==> src/rgd_pkg.sv <==
// Shared types and constants of the random gust and direction generator.
package rgd_pkg;

  localparam int FRAC_BITS_DEF = 16;

  localparam logic [31:0] LCG_MUL   = 32'd1664525;
  localparam logic [31:0] LCG_INC   = 32'd1013904223;
  localparam logic [31:0] RNG_SEED  = 32'd54321;
  localparam int          FRAC_SHIFT = 24;

  typedef enum logic [1:0] {
    SU_MUL,
    SU_DIV,
    SU_SQRT
  } su_op_e;

  typedef struct packed {
    logic   start;
    su_op_e op;
  } su_req_t;

  typedef enum logic [2:0] {
    DRW_GT,
    DRW_GD,
    DRW_GR,
    DRW_SEL,
    DRW_DX,
    DRW_DY,
    DRW_DZ,
    DRW_DD
  } drw_e;

  typedef enum logic [1:0] {
    CLS_BIG,
    CLS_MED,
    CLS_SMALL
  } cls_e;

  typedef enum logic [4:0] {
    ST_IDLE,
    ST_GCHK,
    ST_LCG,
    ST_LCG_W,
    ST_SPAN,
    ST_SPAN_W,
    ST_LMUL,
    ST_LMUL_W,
    ST_DCHK,
    ST_SQ,
    ST_SQ_W,
    ST_ROOT,
    ST_ROOT_W,
    ST_DS,
    ST_DS_W,
    ST_MV,
    ST_MV_W,
    ST_DIV,
    ST_DIV_W,
    ST_DONE
  } st_e;

endpackage

==> src/random_gust_and_direction_generator.sv <==
// Top level: gust timer, gust ramp, direction timer and direction offset sequencer.
// A tick runs on the serial unit the gust ramp multiply, three squares, the root, the offset
//   step and, unless the offset snaps, a multiply-divide per component, plus the random
//   draws and selector draw on a timer expiry; with gusts off it goes straight to output.
// Throughput: one word at a time; the single bit-serial multiply/divide/root unit sets it.
// Reset: asynchronous, active low; LCG seeded to 54321, gusts on, class small, control zero.
module random_gust_and_direction_generator #(
  parameter int FRAC_BITS = rgd_pkg::FRAC_BITS_DEF
) (
  input  logic                        clk_i,
  input  logic                        rst_ni,
  input  logic                        cfg_valid_i,
  output logic                        cfg_ready_o,
  input  logic                        cfg_wdata_i,
  input  logic                        in_valid_i,
  output logic                        in_stall_o,
  input  logic [15:0]                 time_step_i,
  output logic                        out_valid_o,
  input  logic                        out_stall_i,
  output logic [FRAC_BITS:0]          gust_level_o,
  output logic signed [FRAC_BITS+1:0] offset_x_o,
  output logic signed [FRAC_BITS+1:0] offset_y_o,
  output logic signed [FRAC_BITS+1:0] offset_z_o
);

  // Field widths, all derived from the fraction width.
  localparam int LVW = FRAC_BITS + 1;   // level
  localparam int OFW = FRAC_BITS + 2;   // offset component
  localparam int TW  = FRAC_BITS + 3;   // timers and ramp rate
  localparam int VW  = FRAC_BITS + 4;   // signed draw result
  localparam int DW  = FRAC_BITS + 3;   // offset difference
  localparam int LW  = FRAC_BITS + 3;   // vector length
  localparam int MW  = FRAC_BITS + 30 + (FRAC_BITS % 2);

  // Fixed-point constants, rounded half up.
  localparam int ONE_Q  = 1 << FRAC_BITS;
  localparam int Q3_10  = ((3 << FRAC_BITS) + 5) / 10;
  localparam int Q1_2   = ((1 << FRAC_BITS) + 1) / 2;
  localparam int Q3_2   = ((3 << FRAC_BITS) + 1) / 2;
  localparam int Q4_5   = ((4 << FRAC_BITS) + 2) / 5;
  localparam int Q2_5   = ((2 << FRAC_BITS) + 2) / 5;
  localparam int Q3_20  = ((3 << FRAC_BITS) + 10) / 20;
  localparam int Q1_10  = ((1 << FRAC_BITS) + 5) / 10;
  localparam int Q1_5   = ((1 << FRAC_BITS) + 2) / 5;
  localparam int Q1_20  = ((1 << FRAC_BITS) + 10) / 20;
  // Selector threshold for the big class: f * 20 < 3 * 2^24.
  localparam logic [28:0] BIG_LIM = 29'd50331648;

  rgd_pkg::st_e  state_q, state_d;
  logic          en_q, en_d;
  logic [15:0]   dt_q, dt_d;
  logic [31:0]   rng_q, rng_d;
  logic [LVW-1:0] lvl_q, lvl_d;
  logic [LVW-1:0] goal_q, goal_d;
  logic [TW-1:0] gcnt_q, gcnt_d;
  logic [TW-1:0] ramp_q, ramp_d;
  logic [TW-1:0] dcnt_q, dcnt_d;
  logic signed [OFW-1:0] dgoal_q [3];
  logic signed [OFW-1:0] dgoal_d [3];
  logic signed [OFW-1:0] dnow_q [3];
  logic signed [OFW-1:0] dnow_d [3];
  logic          calm_q, calm_d;
  rgd_pkg::cls_e cls_q, cls_d;
  rgd_pkg::drw_e drw_q, drw_d;
  logic [1:0]    idx_q, idx_d;
  logic [MW-1:0] sq_q, sq_d;
  logic [LW-1:0] len_q, len_d;
  logic [15:0]   dstep_q, dstep_d;
  logic          out_valid_q, out_valid_d;
  logic          out_load;

  // Serial unit hookup.
  rgd_pkg::su_req_t su_req;
  logic [MW-1:0]    su_a, su_b;
  logic             su_done;
  logic [MW-1:0]    su_res;

  // Decoded conditions.
  logic                  g_expire, d_expire, calm_next;
  logic signed [VW-1:0]  draw_lo;
  logic [VW-2:0]         draw_span;
  logic signed [VW-1:0]  draw_val;
  logic [23:0]           frac;
  logic [28:0]           frac_x20;
  logic signed [DW-1:0]  d_cur;
  logic                  d_neg;
  logic [DW-1:0]         m_cur;
  logic signed [LVW:0]   lvl_diff;
  logic [LVW-1:0]        lvl_adiff;
  logic [19:0]           lvl_step;
  logic [15:0]           ds_val;
  logic                  dir_snap;
  logic [OFW-1:0]        mv;

  rgd_serial_unit #(
    .MW (MW)
  ) u_su (
    .clk_i  (clk_i),
    .rst_ni (rst_ni),
    .req_i  (su_req),
    .a_i    (su_a),
    .b_i    (su_b),
    .done_o (su_done),
    .res_o  (su_res)
  );

  assign in_stall_o  = (state_q != rgd_pkg::ST_IDLE);
  assign cfg_ready_o = (state_q == rgd_pkg::ST_IDLE);
  assign out_valid_o = out_valid_q;

  assign g_expire  = 32'(dt_q) >= 32'(gcnt_q);
  assign d_expire  = 32'(dt_q) >= 32'(dcnt_q);
  assign calm_next = 32'(goal_q) >= 32'(Q3_10);
  assign frac      = rng_q[23:0];
  assign frac_x20  = {1'b0, frac, 4'b0} + {3'b0, frac, 2'b0};

  // Goal minus current offset for the indexed component, and its magnitude.
  assign d_cur = $signed({dgoal_q[idx_q][OFW-1], dgoal_q[idx_q]})
               - $signed({dnow_q[idx_q][OFW-1], dnow_q[idx_q]});
  assign d_neg = d_cur[DW-1];
  assign m_cur = d_neg ? DW'(-d_cur) : DW'(d_cur);

  // Level ramp terms; the step is the product from the serial unit.
  assign lvl_diff  = $signed({1'b0, goal_q}) - $signed({1'b0, lvl_q});
  assign lvl_adiff = lvl_diff[LVW] ? LVW'(-lvl_diff) : LVW'(lvl_diff);
  assign lvl_step  = su_res[FRAC_BITS +: 20];

  assign ds_val   = su_res[FRAC_BITS +: 16];
  assign dir_snap = (len_q == '0) || (32'(len_q) <= 32'(ds_val));
  assign mv       = OFW'(su_res[LW-1:0]);

  assign draw_val = draw_lo + $signed({1'b0, su_res[rgd_pkg::FRAC_SHIFT +: VW-1]});

  // Range of the draw in progress.
  always_comb begin
    draw_lo   = '0;
    draw_span = '0;
    case (drw_q)
      rgd_pkg::DRW_GT: begin
        draw_lo   = VW'(Q1_2);
        draw_span = (VW-1)'(ONE_Q - Q1_2);
      end
      rgd_pkg::DRW_GD: begin
        draw_lo   = calm_q ? VW'(3 * ONE_Q) : VW'(Q3_2);
        draw_span = calm_q ? (VW-1)'(4 * ONE_Q) : (VW-1)'(4 * ONE_Q - Q3_2);
      end
      rgd_pkg::DRW_GR: begin
        draw_lo   = calm_q ? VW'(3 * ONE_Q) : VW'(Q3_2);
        draw_span = calm_q ? (VW-1)'(3 * ONE_Q) : (VW-1)'(4 * ONE_Q - Q3_2);
      end
      rgd_pkg::DRW_DX: begin
        case (cls_q)
          rgd_pkg::CLS_BIG: begin
            draw_lo = VW'(-Q4_5); draw_span = (VW-1)'(2 * Q4_5);
          end
          rgd_pkg::CLS_MED: begin
            draw_lo = VW'(-Q2_5); draw_span = (VW-1)'(2 * Q2_5);
          end
          default: begin
            draw_lo = VW'(-Q3_20); draw_span = (VW-1)'(2 * Q3_20);
          end
        endcase
      end
      rgd_pkg::DRW_DY: begin
        case (cls_q)
          rgd_pkg::CLS_BIG: begin
            draw_lo = VW'(-Q3_10); draw_span = (VW-1)'(2 * Q3_10);
          end
          rgd_pkg::CLS_MED: begin
            draw_lo = VW'(-Q3_20); draw_span = (VW-1)'(2 * Q3_20);
          end
          default: begin
            draw_lo = VW'(-Q1_20); draw_span = (VW-1)'(2 * Q1_20);
          end
        endcase
      end
      rgd_pkg::DRW_DZ: begin
        if (cls_q == rgd_pkg::CLS_BIG) begin
          draw_lo = VW'(-Q1_2); draw_span = (VW-1)'(Q1_2 + Q2_5);
        end else begin
          draw_lo = VW'(-Q1_10); draw_span = (VW-1)'(Q1_10 + Q1_5);
        end
      end
      rgd_pkg::DRW_DD: begin
        draw_lo   = VW'(ONE_Q);
        draw_span = (VW-1)'(4 * ONE_Q);
      end
      default: ;
    endcase
  end

  // Next state.
  always_comb begin
    state_d = state_q;
    case (state_q)
      rgd_pkg::ST_IDLE:
        if (in_valid_i) state_d = en_q ? rgd_pkg::ST_GCHK : rgd_pkg::ST_DONE;
      rgd_pkg::ST_GCHK:
        state_d = g_expire ? rgd_pkg::ST_LCG : rgd_pkg::ST_LMUL;
      rgd_pkg::ST_LCG:   state_d = rgd_pkg::ST_LCG_W;
      rgd_pkg::ST_LCG_W: if (su_done) state_d = rgd_pkg::ST_SPAN;
      rgd_pkg::ST_SPAN:
        state_d = (drw_q == rgd_pkg::DRW_SEL) ? rgd_pkg::ST_LCG : rgd_pkg::ST_SPAN_W;
      rgd_pkg::ST_SPAN_W:
        if (su_done) begin
          if (drw_q == rgd_pkg::DRW_GR)      state_d = rgd_pkg::ST_LMUL;
          else if (drw_q == rgd_pkg::DRW_DD) state_d = rgd_pkg::ST_SQ;
          else                               state_d = rgd_pkg::ST_LCG;
        end
      rgd_pkg::ST_LMUL:   state_d = rgd_pkg::ST_LMUL_W;
      rgd_pkg::ST_LMUL_W: if (su_done) state_d = rgd_pkg::ST_DCHK;
      rgd_pkg::ST_DCHK:
        state_d = d_expire ? rgd_pkg::ST_LCG : rgd_pkg::ST_SQ;
      rgd_pkg::ST_SQ:     state_d = rgd_pkg::ST_SQ_W;
      rgd_pkg::ST_SQ_W:
        if (su_done) state_d = (idx_q == 2'd2) ? rgd_pkg::ST_ROOT : rgd_pkg::ST_SQ;
      rgd_pkg::ST_ROOT:   state_d = rgd_pkg::ST_ROOT_W;
      rgd_pkg::ST_ROOT_W: if (su_done) state_d = rgd_pkg::ST_DS;
      rgd_pkg::ST_DS:     state_d = rgd_pkg::ST_DS_W;
      rgd_pkg::ST_DS_W:
        if (su_done) state_d = dir_snap ? rgd_pkg::ST_DONE : rgd_pkg::ST_MV;
      rgd_pkg::ST_MV:     state_d = rgd_pkg::ST_MV_W;
      rgd_pkg::ST_MV_W:   if (su_done) state_d = rgd_pkg::ST_DIV;
      rgd_pkg::ST_DIV:    state_d = rgd_pkg::ST_DIV_W;
      rgd_pkg::ST_DIV_W:
        if (su_done) state_d = (idx_q == 2'd2) ? rgd_pkg::ST_DONE : rgd_pkg::ST_MV;
      rgd_pkg::ST_DONE:
        if (!out_valid_q || !out_stall_i) state_d = rgd_pkg::ST_IDLE;
      default: state_d = rgd_pkg::ST_IDLE;
    endcase
  end

  // Datapath updates and serial unit requests.
  always_comb begin
    en_d        = en_q;
    dt_d        = dt_q;
    rng_d       = rng_q;
    lvl_d       = lvl_q;
    goal_d      = goal_q;
    gcnt_d      = gcnt_q;
    ramp_d      = ramp_q;
    dcnt_d      = dcnt_q;
    dgoal_d     = dgoal_q;
    dnow_d      = dnow_q;
    calm_d      = calm_q;
    cls_d       = cls_q;
    drw_d       = drw_q;
    idx_d       = idx_q;
    sq_d        = sq_q;
    len_d       = len_q;
    dstep_d     = dstep_q;
    out_load    = 1'b0;
    su_req      = '{start: 1'b0, op: rgd_pkg::SU_MUL};
    su_a        = '0;
    su_b        = '0;

    if (cfg_valid_i && cfg_ready_o) en_d = cfg_wdata_i;

    case (state_q)
      rgd_pkg::ST_IDLE: begin
        if (in_valid_i) begin
          dt_d  = time_step_i;
          idx_d = '0;
          if (!en_q) lvl_d = LVW'(ONE_Q);
        end
      end
      rgd_pkg::ST_GCHK: begin
        // Expiry: calm if a gust is on, else start a gust; drop any residue.
        if (g_expire) begin
          calm_d = calm_next;
          if (calm_next) begin
            goal_d = '0;
            drw_d  = rgd_pkg::DRW_GD;
          end else begin
            drw_d  = rgd_pkg::DRW_GT;
          end
        end else begin
          gcnt_d = gcnt_q - TW'(dt_q);
        end
      end
      rgd_pkg::ST_LCG: begin
        su_req = '{start: 1'b1, op: rgd_pkg::SU_MUL};
        su_a   = MW'(rng_q);
        su_b   = MW'(rgd_pkg::LCG_MUL);
      end
      rgd_pkg::ST_LCG_W: begin
        if (su_done) rng_d = su_res[31:0] + rgd_pkg::LCG_INC;
      end
      rgd_pkg::ST_SPAN: begin
        if (drw_q == rgd_pkg::DRW_SEL) begin
          // Selector picks the class from the raw fraction.
          if (frac_x20 < BIG_LIM)  cls_d = rgd_pkg::CLS_BIG;
          else if (!frac[23])      cls_d = rgd_pkg::CLS_MED;
          else                     cls_d = rgd_pkg::CLS_SMALL;
          drw_d = rgd_pkg::DRW_DX;
        end else begin
          su_req = '{start: 1'b1, op: rgd_pkg::SU_MUL};
          su_a   = MW'(frac);
          su_b   = MW'(draw_span);
        end
      end
      rgd_pkg::ST_SPAN_W: begin
        if (su_done) begin
          case (drw_q)
            rgd_pkg::DRW_GT: begin
              goal_d = LVW'(draw_val);
              drw_d  = rgd_pkg::DRW_GD;
            end
            rgd_pkg::DRW_GD: begin
              gcnt_d = TW'(draw_val);
              drw_d  = rgd_pkg::DRW_GR;
            end
            rgd_pkg::DRW_GR: ramp_d = TW'(draw_val);
            rgd_pkg::DRW_DX: begin
              dgoal_d[0] = OFW'(draw_val);
              drw_d      = rgd_pkg::DRW_DY;
            end
            rgd_pkg::DRW_DY: begin
              dgoal_d[1] = OFW'(draw_val);
              if (cls_q == rgd_pkg::CLS_SMALL) begin
                dgoal_d[2] = '0;
                drw_d      = rgd_pkg::DRW_DD;
              end else begin
                drw_d      = rgd_pkg::DRW_DZ;
              end
            end
            rgd_pkg::DRW_DZ: begin
              dgoal_d[2] = OFW'(draw_val);
              drw_d      = rgd_pkg::DRW_DD;
            end
            rgd_pkg::DRW_DD: dcnt_d = TW'(draw_val);
            default: ;
          endcase
        end
      end
      rgd_pkg::ST_LMUL: begin
        su_req = '{start: 1'b1, op: rgd_pkg::SU_MUL};
        su_a   = MW'(ramp_q);
        su_b   = MW'(dt_q);
      end
      rgd_pkg::ST_LMUL_W: begin
        if (su_done) begin
          if (32'(lvl_adiff) < 32'(lvl_step))  lvl_d = goal_q;
          else if (!lvl_diff[LVW] && lvl_diff != '0)
            lvl_d = LVW'(32'(lvl_q) + 32'(lvl_step));
          else if (lvl_diff[LVW])
            lvl_d = LVW'(32'(lvl_q) - 32'(lvl_step));
        end
      end
      rgd_pkg::ST_DCHK: begin
        if (d_expire) drw_d  = rgd_pkg::DRW_SEL;
        else          dcnt_d = dcnt_q - TW'(dt_q);
      end
      rgd_pkg::ST_SQ: begin
        su_req = '{start: 1'b1, op: rgd_pkg::SU_MUL};
        su_a   = MW'(m_cur);
        su_b   = MW'(m_cur);
      end
      rgd_pkg::ST_SQ_W: begin
        if (su_done) begin
          sq_d  = ((idx_q == '0) ? '0 : sq_q) + su_res;
          idx_d = (idx_q == 2'd2) ? 2'd0 : idx_q + 2'd1;
        end
      end
      rgd_pkg::ST_ROOT: begin
        su_req = '{start: 1'b1, op: rgd_pkg::SU_SQRT};
        su_a   = sq_q;
      end
      rgd_pkg::ST_ROOT_W: begin
        if (su_done) len_d = su_res[LW-1:0];
      end
      rgd_pkg::ST_DS: begin
        su_req = '{start: 1'b1, op: rgd_pkg::SU_MUL};
        su_a   = MW'(Q4_5);
        su_b   = MW'(dt_q);
      end
      rgd_pkg::ST_DS_W: begin
        if (su_done) begin
          dstep_d = ds_val;
          if (dir_snap) dnow_d = dgoal_q;
        end
      end
      rgd_pkg::ST_MV: begin
        su_req = '{start: 1'b1, op: rgd_pkg::SU_MUL};
        su_a   = MW'(m_cur);
        su_b   = MW'(dstep_q);
      end
      rgd_pkg::ST_DIV: begin
        // Product still sits in the unit's accumulator.
        su_req = '{start: 1'b1, op: rgd_pkg::SU_DIV};
        su_a   = su_res;
        su_b   = MW'(len_q);
      end
      rgd_pkg::ST_DIV_W: begin
        if (su_done) begin
          dnow_d[idx_q] = d_neg ? dnow_q[idx_q] - $signed(mv)
                                : dnow_q[idx_q] + $signed(mv);
          idx_d = (idx_q == 2'd2) ? 2'd0 : idx_q + 2'd1;
        end
      end
      rgd_pkg::ST_DONE: begin
        if (!out_valid_q || !out_stall_i) out_load = 1'b1;
      end
      default: ;
    endcase

    out_valid_d = out_load | (out_valid_q & out_stall_i);
  end

  always_ff @(posedge clk_i or negedge rst_ni) begin
    if (!rst_ni) begin
      state_q     <= rgd_pkg::ST_IDLE;
      en_q        <= 1'b1;
      rng_q       <= rgd_pkg::RNG_SEED;
      lvl_q       <= '0;
      goal_q      <= '0;
      gcnt_q      <= '0;
      ramp_q      <= '0;
      dcnt_q      <= '0;
      dgoal_q     <= '{default: '0};
      dnow_q      <= '{default: '0};
      calm_q      <= 1'b0;
      cls_q       <= rgd_pkg::CLS_SMALL;
      drw_q       <= rgd_pkg::DRW_GT;
      idx_q       <= '0;
      out_valid_q <= 1'b0;
    end else begin
      state_q     <= state_d;
      en_q        <= en_d;
      rng_q       <= rng_d;
      lvl_q       <= lvl_d;
      goal_q      <= goal_d;
      gcnt_q      <= gcnt_d;
      ramp_q      <= ramp_d;
      dcnt_q      <= dcnt_d;
      dgoal_q     <= dgoal_d;
      dnow_q      <= dnow_d;
      calm_q      <= calm_d;
      cls_q       <= cls_d;
      drw_q       <= drw_d;
      idx_q       <= idx_d;
      out_valid_q <= out_valid_d;
    end
  end

  // Working and output payload registers.
  always_ff @(posedge clk_i) begin
    dt_q    <= dt_d;
    sq_q    <= sq_d;
    len_q   <= len_d;
    dstep_q <= dstep_d;
    if (out_load) begin
      gust_level_o <= lvl_q;
      offset_x_o   <= dnow_q[0];
      offset_y_o   <= dnow_q[1];
      offset_z_o   <= dnow_q[2];
    end
  end

endmodule

==> src/rgd_serial_unit.sv <==
// Bit-serial multiply, restoring divide and square root unit.
module rgd_serial_unit #(
  parameter int MW = 46
) (
  input  logic                 clk_i,
  input  logic                 rst_ni,
  input  rgd_pkg::su_req_t     req_i,
  input  logic [MW-1:0]        a_i,
  input  logic [MW-1:0]        b_i,
  output logic                 done_o,
  output logic [MW-1:0]        res_o
);

  localparam int CW = $clog2(MW + 1);

  logic             busy_q, busy_d;
  rgd_pkg::su_op_e  op_q, op_d;
  logic [MW-1:0]    acc_q, acc_d;
  logic [MW-1:0]    x_q, x_d;
  logic [MW-1:0]    y_q, y_d;
  logic [CW-1:0]    cnt_q, cnt_d;
  logic [MW:0]      div_rem;
  logic [MW+1:0]    sq_rem;
  logic [MW+1:0]    sq_trial;

  assign div_rem  = {acc_q, x_q[MW-1]};
  assign sq_rem   = {acc_q, x_q[MW-1:MW-2]};
  assign sq_trial = {y_q, 2'b01};

  always_comb begin
    busy_d = busy_q;
    op_d   = op_q;
    acc_d  = acc_q;
    x_d    = x_q;
    y_d    = y_q;
    cnt_d  = cnt_q;
    done_o = 1'b0;
    if (req_i.start) begin
      busy_d = 1'b1;
      op_d   = req_i.op;
      acc_d  = '0;
      x_d    = a_i;
      case (req_i.op)
        rgd_pkg::SU_MUL: begin
          y_d   = b_i;
          cnt_d = '0;
        end
        rgd_pkg::SU_DIV: begin
          y_d   = b_i;
          cnt_d = CW'(MW);
        end
        default: begin
          y_d   = '0;
          cnt_d = CW'(MW / 2);
        end
      endcase
    end else if (busy_q) begin
      case (op_q)
        rgd_pkg::SU_MUL: begin
          if (y_q == '0) begin
            done_o = 1'b1;
            busy_d = 1'b0;
          end else begin
            if (y_q[0]) acc_d = acc_q + x_q;
            x_d = {x_q[MW-2:0], 1'b0};
            y_d = {1'b0, y_q[MW-1:1]};
          end
        end
        rgd_pkg::SU_DIV: begin
          if (cnt_q == '0) begin
            done_o = 1'b1;
            busy_d = 1'b0;
          end else begin
            if (div_rem >= {1'b0, y_q}) begin
              acc_d = MW'(div_rem - {1'b0, y_q});
              x_d   = {x_q[MW-2:0], 1'b1};
            end else begin
              acc_d = div_rem[MW-1:0];
              x_d   = {x_q[MW-2:0], 1'b0};
            end
            cnt_d = cnt_q - 1'b1;
          end
        end
        default: begin
          if (cnt_q == '0) begin
            done_o = 1'b1;
            busy_d = 1'b0;
          end else begin
            if (sq_rem >= sq_trial) begin
              acc_d = MW'(sq_rem - sq_trial);
              y_d   = {y_q[MW-2:0], 1'b1};
            end else begin
              acc_d = sq_rem[MW-1:0];
              y_d   = {y_q[MW-2:0], 1'b0};
            end
            x_d   = {x_q[MW-3:0], 2'b00};
            cnt_d = cnt_q - 1'b1;
          end
        end
      endcase
    end
  end

  always_comb begin
    case (op_q)
      rgd_pkg::SU_MUL: res_o = acc_q;
      rgd_pkg::SU_DIV: res_o = x_q;
      default:         res_o = y_q;
    endcase
  end

  always_ff @(posedge clk_i or negedge rst_ni) begin
    if (!rst_ni) begin
      busy_q <= 1'b0;
      op_q   <= rgd_pkg::SU_MUL;
      cnt_q  <= '0;
    end else begin
      busy_q <= busy_d;
      op_q   <= op_d;
      cnt_q  <= cnt_d;
    end
  end

  always_ff @(posedge clk_i) begin
    acc_q <= acc_d;
    x_q   <= x_d;
    y_q   <= y_d;
  end

endmodule

==> config.mk <==
export PLATFORM = sky130hd
export DESIGN_NAME = random_gust_and_direction_generator
export DESIGN_NICKNAME = d
export VERILOG_FILES = /design/src/rgd_pkg.sv /design/src/random_gust_and_direction_generator.sv /design/src/rgd_serial_unit.sv
export SDC_FILE = /design/constraint.sdc
export NUM_CORES = 2
export LEC_CHECK = 0
export ABC_CLOCK_PERIOD_IN_PS = 18500
export BUFFER_PORTS_ARGS = -buffer_cell sky130_fd_sc_hd__buf_2
export CORE_MARGIN = 3
export CORE_UTILIZATION = 59
export CTS_BUF_LIST = sky130_fd_sc_hd__clkbuf_2 sky130_fd_sc_hd__clkbuf_4 sky130_fd_sc_hd__clkbuf_8
export CTS_CLUSTER_SIZE = 28
export DETAILED_ROUTE_END_ITERATION = 10
export PLACE_DENSITY_LB_ADDON = 0.1
export SETUP_SLACK_MARGIN = 0.2
export SLEW_MARGIN = 5
export SYNTH_ARGS = -nofsm -noshare
export SYNTH_HDL_FRONTEND = slang
export SYNTH_HIERARCHICAL = 1
export SYNTH_SLANG_ARGS = --single-unit
==> constraint.sdc <==
create_clock -name clk_i -period 18.5 [get_ports clk_i]
set_clock_uncertainty 0.15 [all_clocks]
set_input_delay 3.7 -clock clk_i [delete_from_list [all_inputs] [get_ports clk_i]]
set_output_delay 3.7 -clock clk_i [all_outputs]
set_load 0.02 [all_outputs]
### Word level (Yosys, flattened, before mapping)

Index checks and enable logic that the tools add are counted.
Widths: inputs -> output; s select.

* bits of input ports: 22
* register bits after elaboration: 561
* memories kept: 0
* output and inout port bits: 74
* logic and storage cells: 316
* bits in read-only memories: 0
* latch bits: 0
* memory bits (writable): 0

* bitwise gates (word level): 3
* eq/ne operators: 66
* muxes and demuxes: 129
* add/sub/neg operators: 19
* reduce and logical (&&, ||, !) cells: 56
* magnitude comparators: 10
* div/mod/pow operators: 0
* $mul: 0
* shift operators: 0

Operator list (count)
* $mux 46: 16
* $pmux 46 s2: 4
* $pmux 46 s7: 1
* $mux 17: 12
* $mux 19: 9
* $mux 54: 3
* $mux 18: 8
* $pmux 19 s7: 1
* $pmux 21 s6: 1
* $pmux 19 s6: 1
* $pmux 54 s2: 1
* $pmux 17 s2: 3
* $pmux 5 s20: 1
* $add 46x46->46: 2
* $sub 46x46->46: 2
* $pmux 19 s2: 2
* $bmux 18 s2: 2
* $mux 5: 13
* $pmux 16 s2: 2
* $bwmux 54: 1
* $ne 2x2->1 const B: 25
* $ge 48x48->1: 1
* $ge 47x46->1: 1
* $logic_not 46->1: 1
* other kinds (74): 170

### Logic depth before layout (Yosys ltp)

* depth after elaboration: 10
* mapped depth: 30

### Modules after synthesis

The synthesis kept the hierarchy.

By module, submodules not included
* random_gust_and_direction_generator: area an instance 29376.9 sq um, instances 1, cells an instance 3265
* rgd_serial_unit: area an instance 17488.0 sq um, instances 1, cells an instance 2233

### Worst setup path before layout

OpenSTA, ideal clock, no wires.

* path kind: input-to-reg
* start point: input out_stall_i
* end point: register gust_level_o[0], enable pin
* buffers on the path: 0
* library setup time: 0.524 ns
* arrival: 7.072 ns
* slack: 10.754 ns
* cell stages on the path: 1
* cell sequence: a21oi_1

* word-level cells in the longest chain between the ends: 4

RTL lines
* start, declared: line random_gust_and_direction_generator.sv:19 `input logic out_stall_i,`
* $logic_not 1->1: line random_gust_and_direction_generator.sv:402 `if (!out_valid_q || !out_stall_i) out_load = 1'b1;`
* $logic_or 1x1->1: line random_gust_and_direction_generator.sv:402
* $mux 1: line random_gust_and_direction_generator.sv:402
* $mux 1: line random_gust_and_direction_generator.sv:259 `case (state_q)`
* end signal, assigned: line random_gust_and_direction_generator.sv:453 `gust_level_o <= lvl_q;`
* end, declared: line random_gust_and_direction_generator.sv:20 `output logic [FRAC_BITS:0] gust_level_o,`

Every way passes these cells.
A chain may end at the register's enable or synchronous reset.

### Worst setup path after layout

* start point: register idx_q[0]
* end point: register dnow_q[52] in the netlist's numbering

* word-level cells in the longest chain between the ends: 9

RTL lines
* start, declared: line random_gust_and_direction_generator.sv:65 `logic [1:0] idx_q, idx_d;`
* start signal, assigned: line random_gust_and_direction_generator.sv:441 `idx_q <= idx_d;`
* $not 2->3 (*)
* $bmux 18 s2, on equally long branches
* $mux 18, on equally long branches (2 in series)
* $add 18x18->18 (tied with other cells): line random_gust_and_direction_generator.sv:397 `: dnow_q[idx_q] + $signed(mv);`
* $mux 18: line random_gust_and_direction_generator.sv:396 `dnow_d[idx_q] = d_neg ? dnow_q[idx_q] - $signed(mv)`
* $bwmux 54 (*): line random_gust_and_direction_generator.sv:396
* $mux 54 (*): line random_gust_and_direction_generator.sv:395 `if (su_done) begin`
* $pmux 54 s2 (*): line random_gust_and_direction_generator.sv:259
* end signal, assigned: line random_gust_and_direction_generator.sv:437 `dnow_q <= dnow_d;`
* end, declared: line random_gust_and_direction_generator.sv:60 `logic signed [OFW-1:0] dnow_q [3];`

Every way passes the cells marked *; elsewhere a longest branch is shown, timed or not. The select of a mux whose other input is x is not followed.

==> flow_summary_export.csv <==
group,metric,value,unit
run_status,status,"complete, no violations",
routing,finalWirelength,160000,um
die,rows,102,
finish,fin_nets,5941,
timing,slew_violations,0,
synthesis,synth_top_cell_area_share,16.7,%
synthesis,synth.distinct_cells,119,
synthesis,synth_edf_count,260,
finish,n_fill_cell,6837,
synthesis,syn_inst,5498,
routing,first_pass_iters,9,
timing,hold_violations,0,
timing,worstMarginPinSlew,1240,ps
timing,max_slew_margin,16.8,%
synthesis,async_flop_share,45.5,%
setup_path,end_kind,"flop",
synthesis,synth_seq_area_share,32.3,%
global_route,antenna_found_initial,4,
finish,mostFrequentLayoutCells,"694 x nand2_1, 487 x o21ai_0, 427 x a21oi_1",
clocking,cts.path.max_buffers,3,
timing,fin_crit_sh,39.6,%
finish,drive_above_1_share,9.36,%
synthesis,ys_warn_count,6,
clocking,htree_levels,3,
clocking,cts_inserted_buffers,95,
clocking,clkSlewWorstSetupHoldPaths,60,ps
synthesis,synth_seq_cells,561,
setup_path,crit_type,"reg -> reg",
routing,routed_via_density,6.54,
die,ios,96,
placed_design,globalplace.congestion,1.05,
global_route,grt_max_degree,79,
clocking,cts_tree,"done",
die,die_w,288,um
placed_design,post-dp-hpwl,120000,um
routing,drcViolationCount,0,
timing,period_minus_slack,7320,ps
synthesis,syn_area,46900,um^2
global_route,grt_pass1_vias,40700,
global_route,grt_use_total,37.7,%
clocking,clock-sinks,561,
finish,synthToLayoutAreaGrowth,8.23,%
hold_path,hp-class,"reg -> reg",
routing,avgRoutedWirePerCell,23.9,um
die,fp.dieArea,82800,um^2
finish,mostFrequentLayoutCell,"nand2_1",
die,fp.coreArea,78100,um^2
synthesis,yosys.area.top_type,"edfxtp_1",
routing,drt_first_iter_violations,4365,
synthesis,ys.flop_type,"edfxtp_1",
clocking,ctsResizeCount,0,
timing,timing.fmax,137,MHz
setup_path,arrival,7760,ps
timing,setup_tns,0,ps
setup_path,critPathRequiredTime,18940,ps
clocking,postCtsSetupBuffers,0,
setup_path,cp-start-kind,"flop",
setup_path,path_max_fanout,47,
job,cap_violations,0,
routing,num_vias,43700,
die,dieHeight,288,um
global_route,grt_pass1_wl,243000,um
clocking,cts_root_buffer,"clkbuf_8",
timing,setup_violations,0,
clocking,clkLatencyLatePin,730,ps
timing,rsz0062_at_grt,"false",
finish,regArea,15100,um^2
synthesis,synth_area_leaders,"edfxtp_1 17%, dfrtp_1 13%, ha_1 9.7%, nand2_1 5.6%, o21ai_0 5.3%",
global_route,grt-ovfl-total,0,
clocking,cts_hold_buffers,0,
routing,ant_nets,0,
finish,multi_input_area,29900,um^2
die,start_util,60.0,%
synthesis,syn_area_per_cell,8.52,um^2
placed_design,io_buffers,95,
worst paths after layout:
| kind | from | endpoint | slack, ps | cells past startpoint |
|---|---|---|---|---|
| worst max register to register | idx_q[0]$_DFFE_PN0P_ | dnow_q[52]$_DFFE_PN0P_ | 11180 | 26 |
| max in group asynchronous | rst_ni | u_su/op_q[0]$_DFFE_PN0P_ | 13270 | 3 |
| worst max-delay path | idx_q[0]$_DFFE_PN0P_ | dnow_q[52]$_DFFE_PN0P_ | 11180 | 26 |
| worst min register to register | dnow_q[32]$_DFFE_PN0P_ | offset_y_o[14]$_DFFE_PP_ | 340 | 0 |
| min in group asynchronous | rst_ni | lvl_q[12]$_DFFE_PN0P_ | 2810 | 1 |
| worst min-delay path | dnow_q[32]$_DFFE_PN0P_ | offset_y_o[14]$_DFFE_PP_ | 340 | 0 |
routing by layer:
| layer | global-route usage [%] | up-vias | share of wire (%) |
|---|---|---|---|
| li1 | - | 20300 | - |
| met3 | 6.65 | 459 | 9.5 |
| met1 | 50.8 | 20700 | 41 |
| met5 | 0 | - | 0.029 |
| met4 | 20.4 | 4 | 6.0 |
| met2 | 57.7 | 2131 | 43 |
synthesized netlist by cell type (all sizes together) (21+ instances only):
cell type / instances
a21o: 128
and2: 79
a221o: 27
a222oi: 24
o31ai: 45
inv: 232
edfxtp: 260
nand2b: 43
dfrtp: 246
nand4: 66
ha: 362
a22o: 89
a221oi: 21
nand2: 696
xor2: 109
and3: 36
a22oi: 35
nor4: 45
nand3: 107
buf: 61
o22ai: 31
nor2b: 42
mux2: 45
nor2: 380
o211ai: 47
a21oi: 432
o21bai: 52
a31oi: 70
mux2i: 227
or3: 21
xnor2: 223
or2: 22
nor3: 95
o21a: 64
o21ai: 507
dfxtp: 46
a211oi: 51
clkbuf: 214
metrics by stage:
step / setup WS (ps) / util (%) / area [um^2] / hold WS [ps] / cells
final: 11180 / 64.9 / 50700 / 337 / 6672
after global routing: 10770 / 64.9 / 50700 / 350 / 6671
after CTS: 11410 / 64.9 / 50700 / 332 / 6670
after detailed placement: 11500 / 62.2 / 48500 / 317 / 6490
after global placement: 11600 / 62.2 / 48500 / 309 / 6490
after floorplan: 10750 / - / 47000 / 293 / 5522
cell type report:
class                      count  share of cell area (%)
clock buffer                 141                    3.43
tap                         1040                    2.57
sequential                   561                    29.8
antenna                        2                 0.00987
multi-input combinational   4451                    59.0
inverter                     235                    1.74
timing repair buffer         203                    2.56
clock inverter                39                   0.856
flip-flops by register name, summed over array words and instances, names as in the netlist, 5 cells and up:
register and flops:
offset_z_o 18, u_su/y_q 46, state_q 5, offset_y_o 18, sq_q 46, dgoal_q 54, ramp_q 19, u_su/x_q 46
dt_q 16, u_su/acc_q 46, rng_q 32, lvl_q 17, offset_x_o 18, u_su/cnt_q 6, len_q 19, dnow_q 54
dcnt_q 19, dstep_q 16, gust_level_o 17, gcnt_q 19, goal_q 17
critical path, stage by stage, from the launching register on:
cell and delay, ps:
dfrtp_1 330, buf_4 380, nor2b_4 220, buf_4 440, a21oi_1 170, inv_1 90, ha_1 160, inv_1 60
fa_1 410, a211oi_1 360, o21a_1 260, o31ai_1 180, a31oi_1 410, a21o_1 570, nor2_1 120, xnor2_1 220
ha_1 310, nor2b_1 150, o21a_1 170, o21ai_0 420, a221oi_1 260, nor4_1 340, o21bai_1 150, a41o_1 270
or3_1 350, nand4_1 110, nand2_1 60
kinds of logic after synthesis:
group	synth area share [%]
DFF	32.3
AOI/OAI and AO/OA	24.8
buffers and inverters	4.32
xor gates and xnor gates	6.20
muxes	6.02
and+or+nand+nor	16.3
adders and majority gates	10.1
other	0.00800
Power is left out: the tool's default activity adds up to more than one toggle a clock period on the data nets, which glitch-free logic cannot reach.
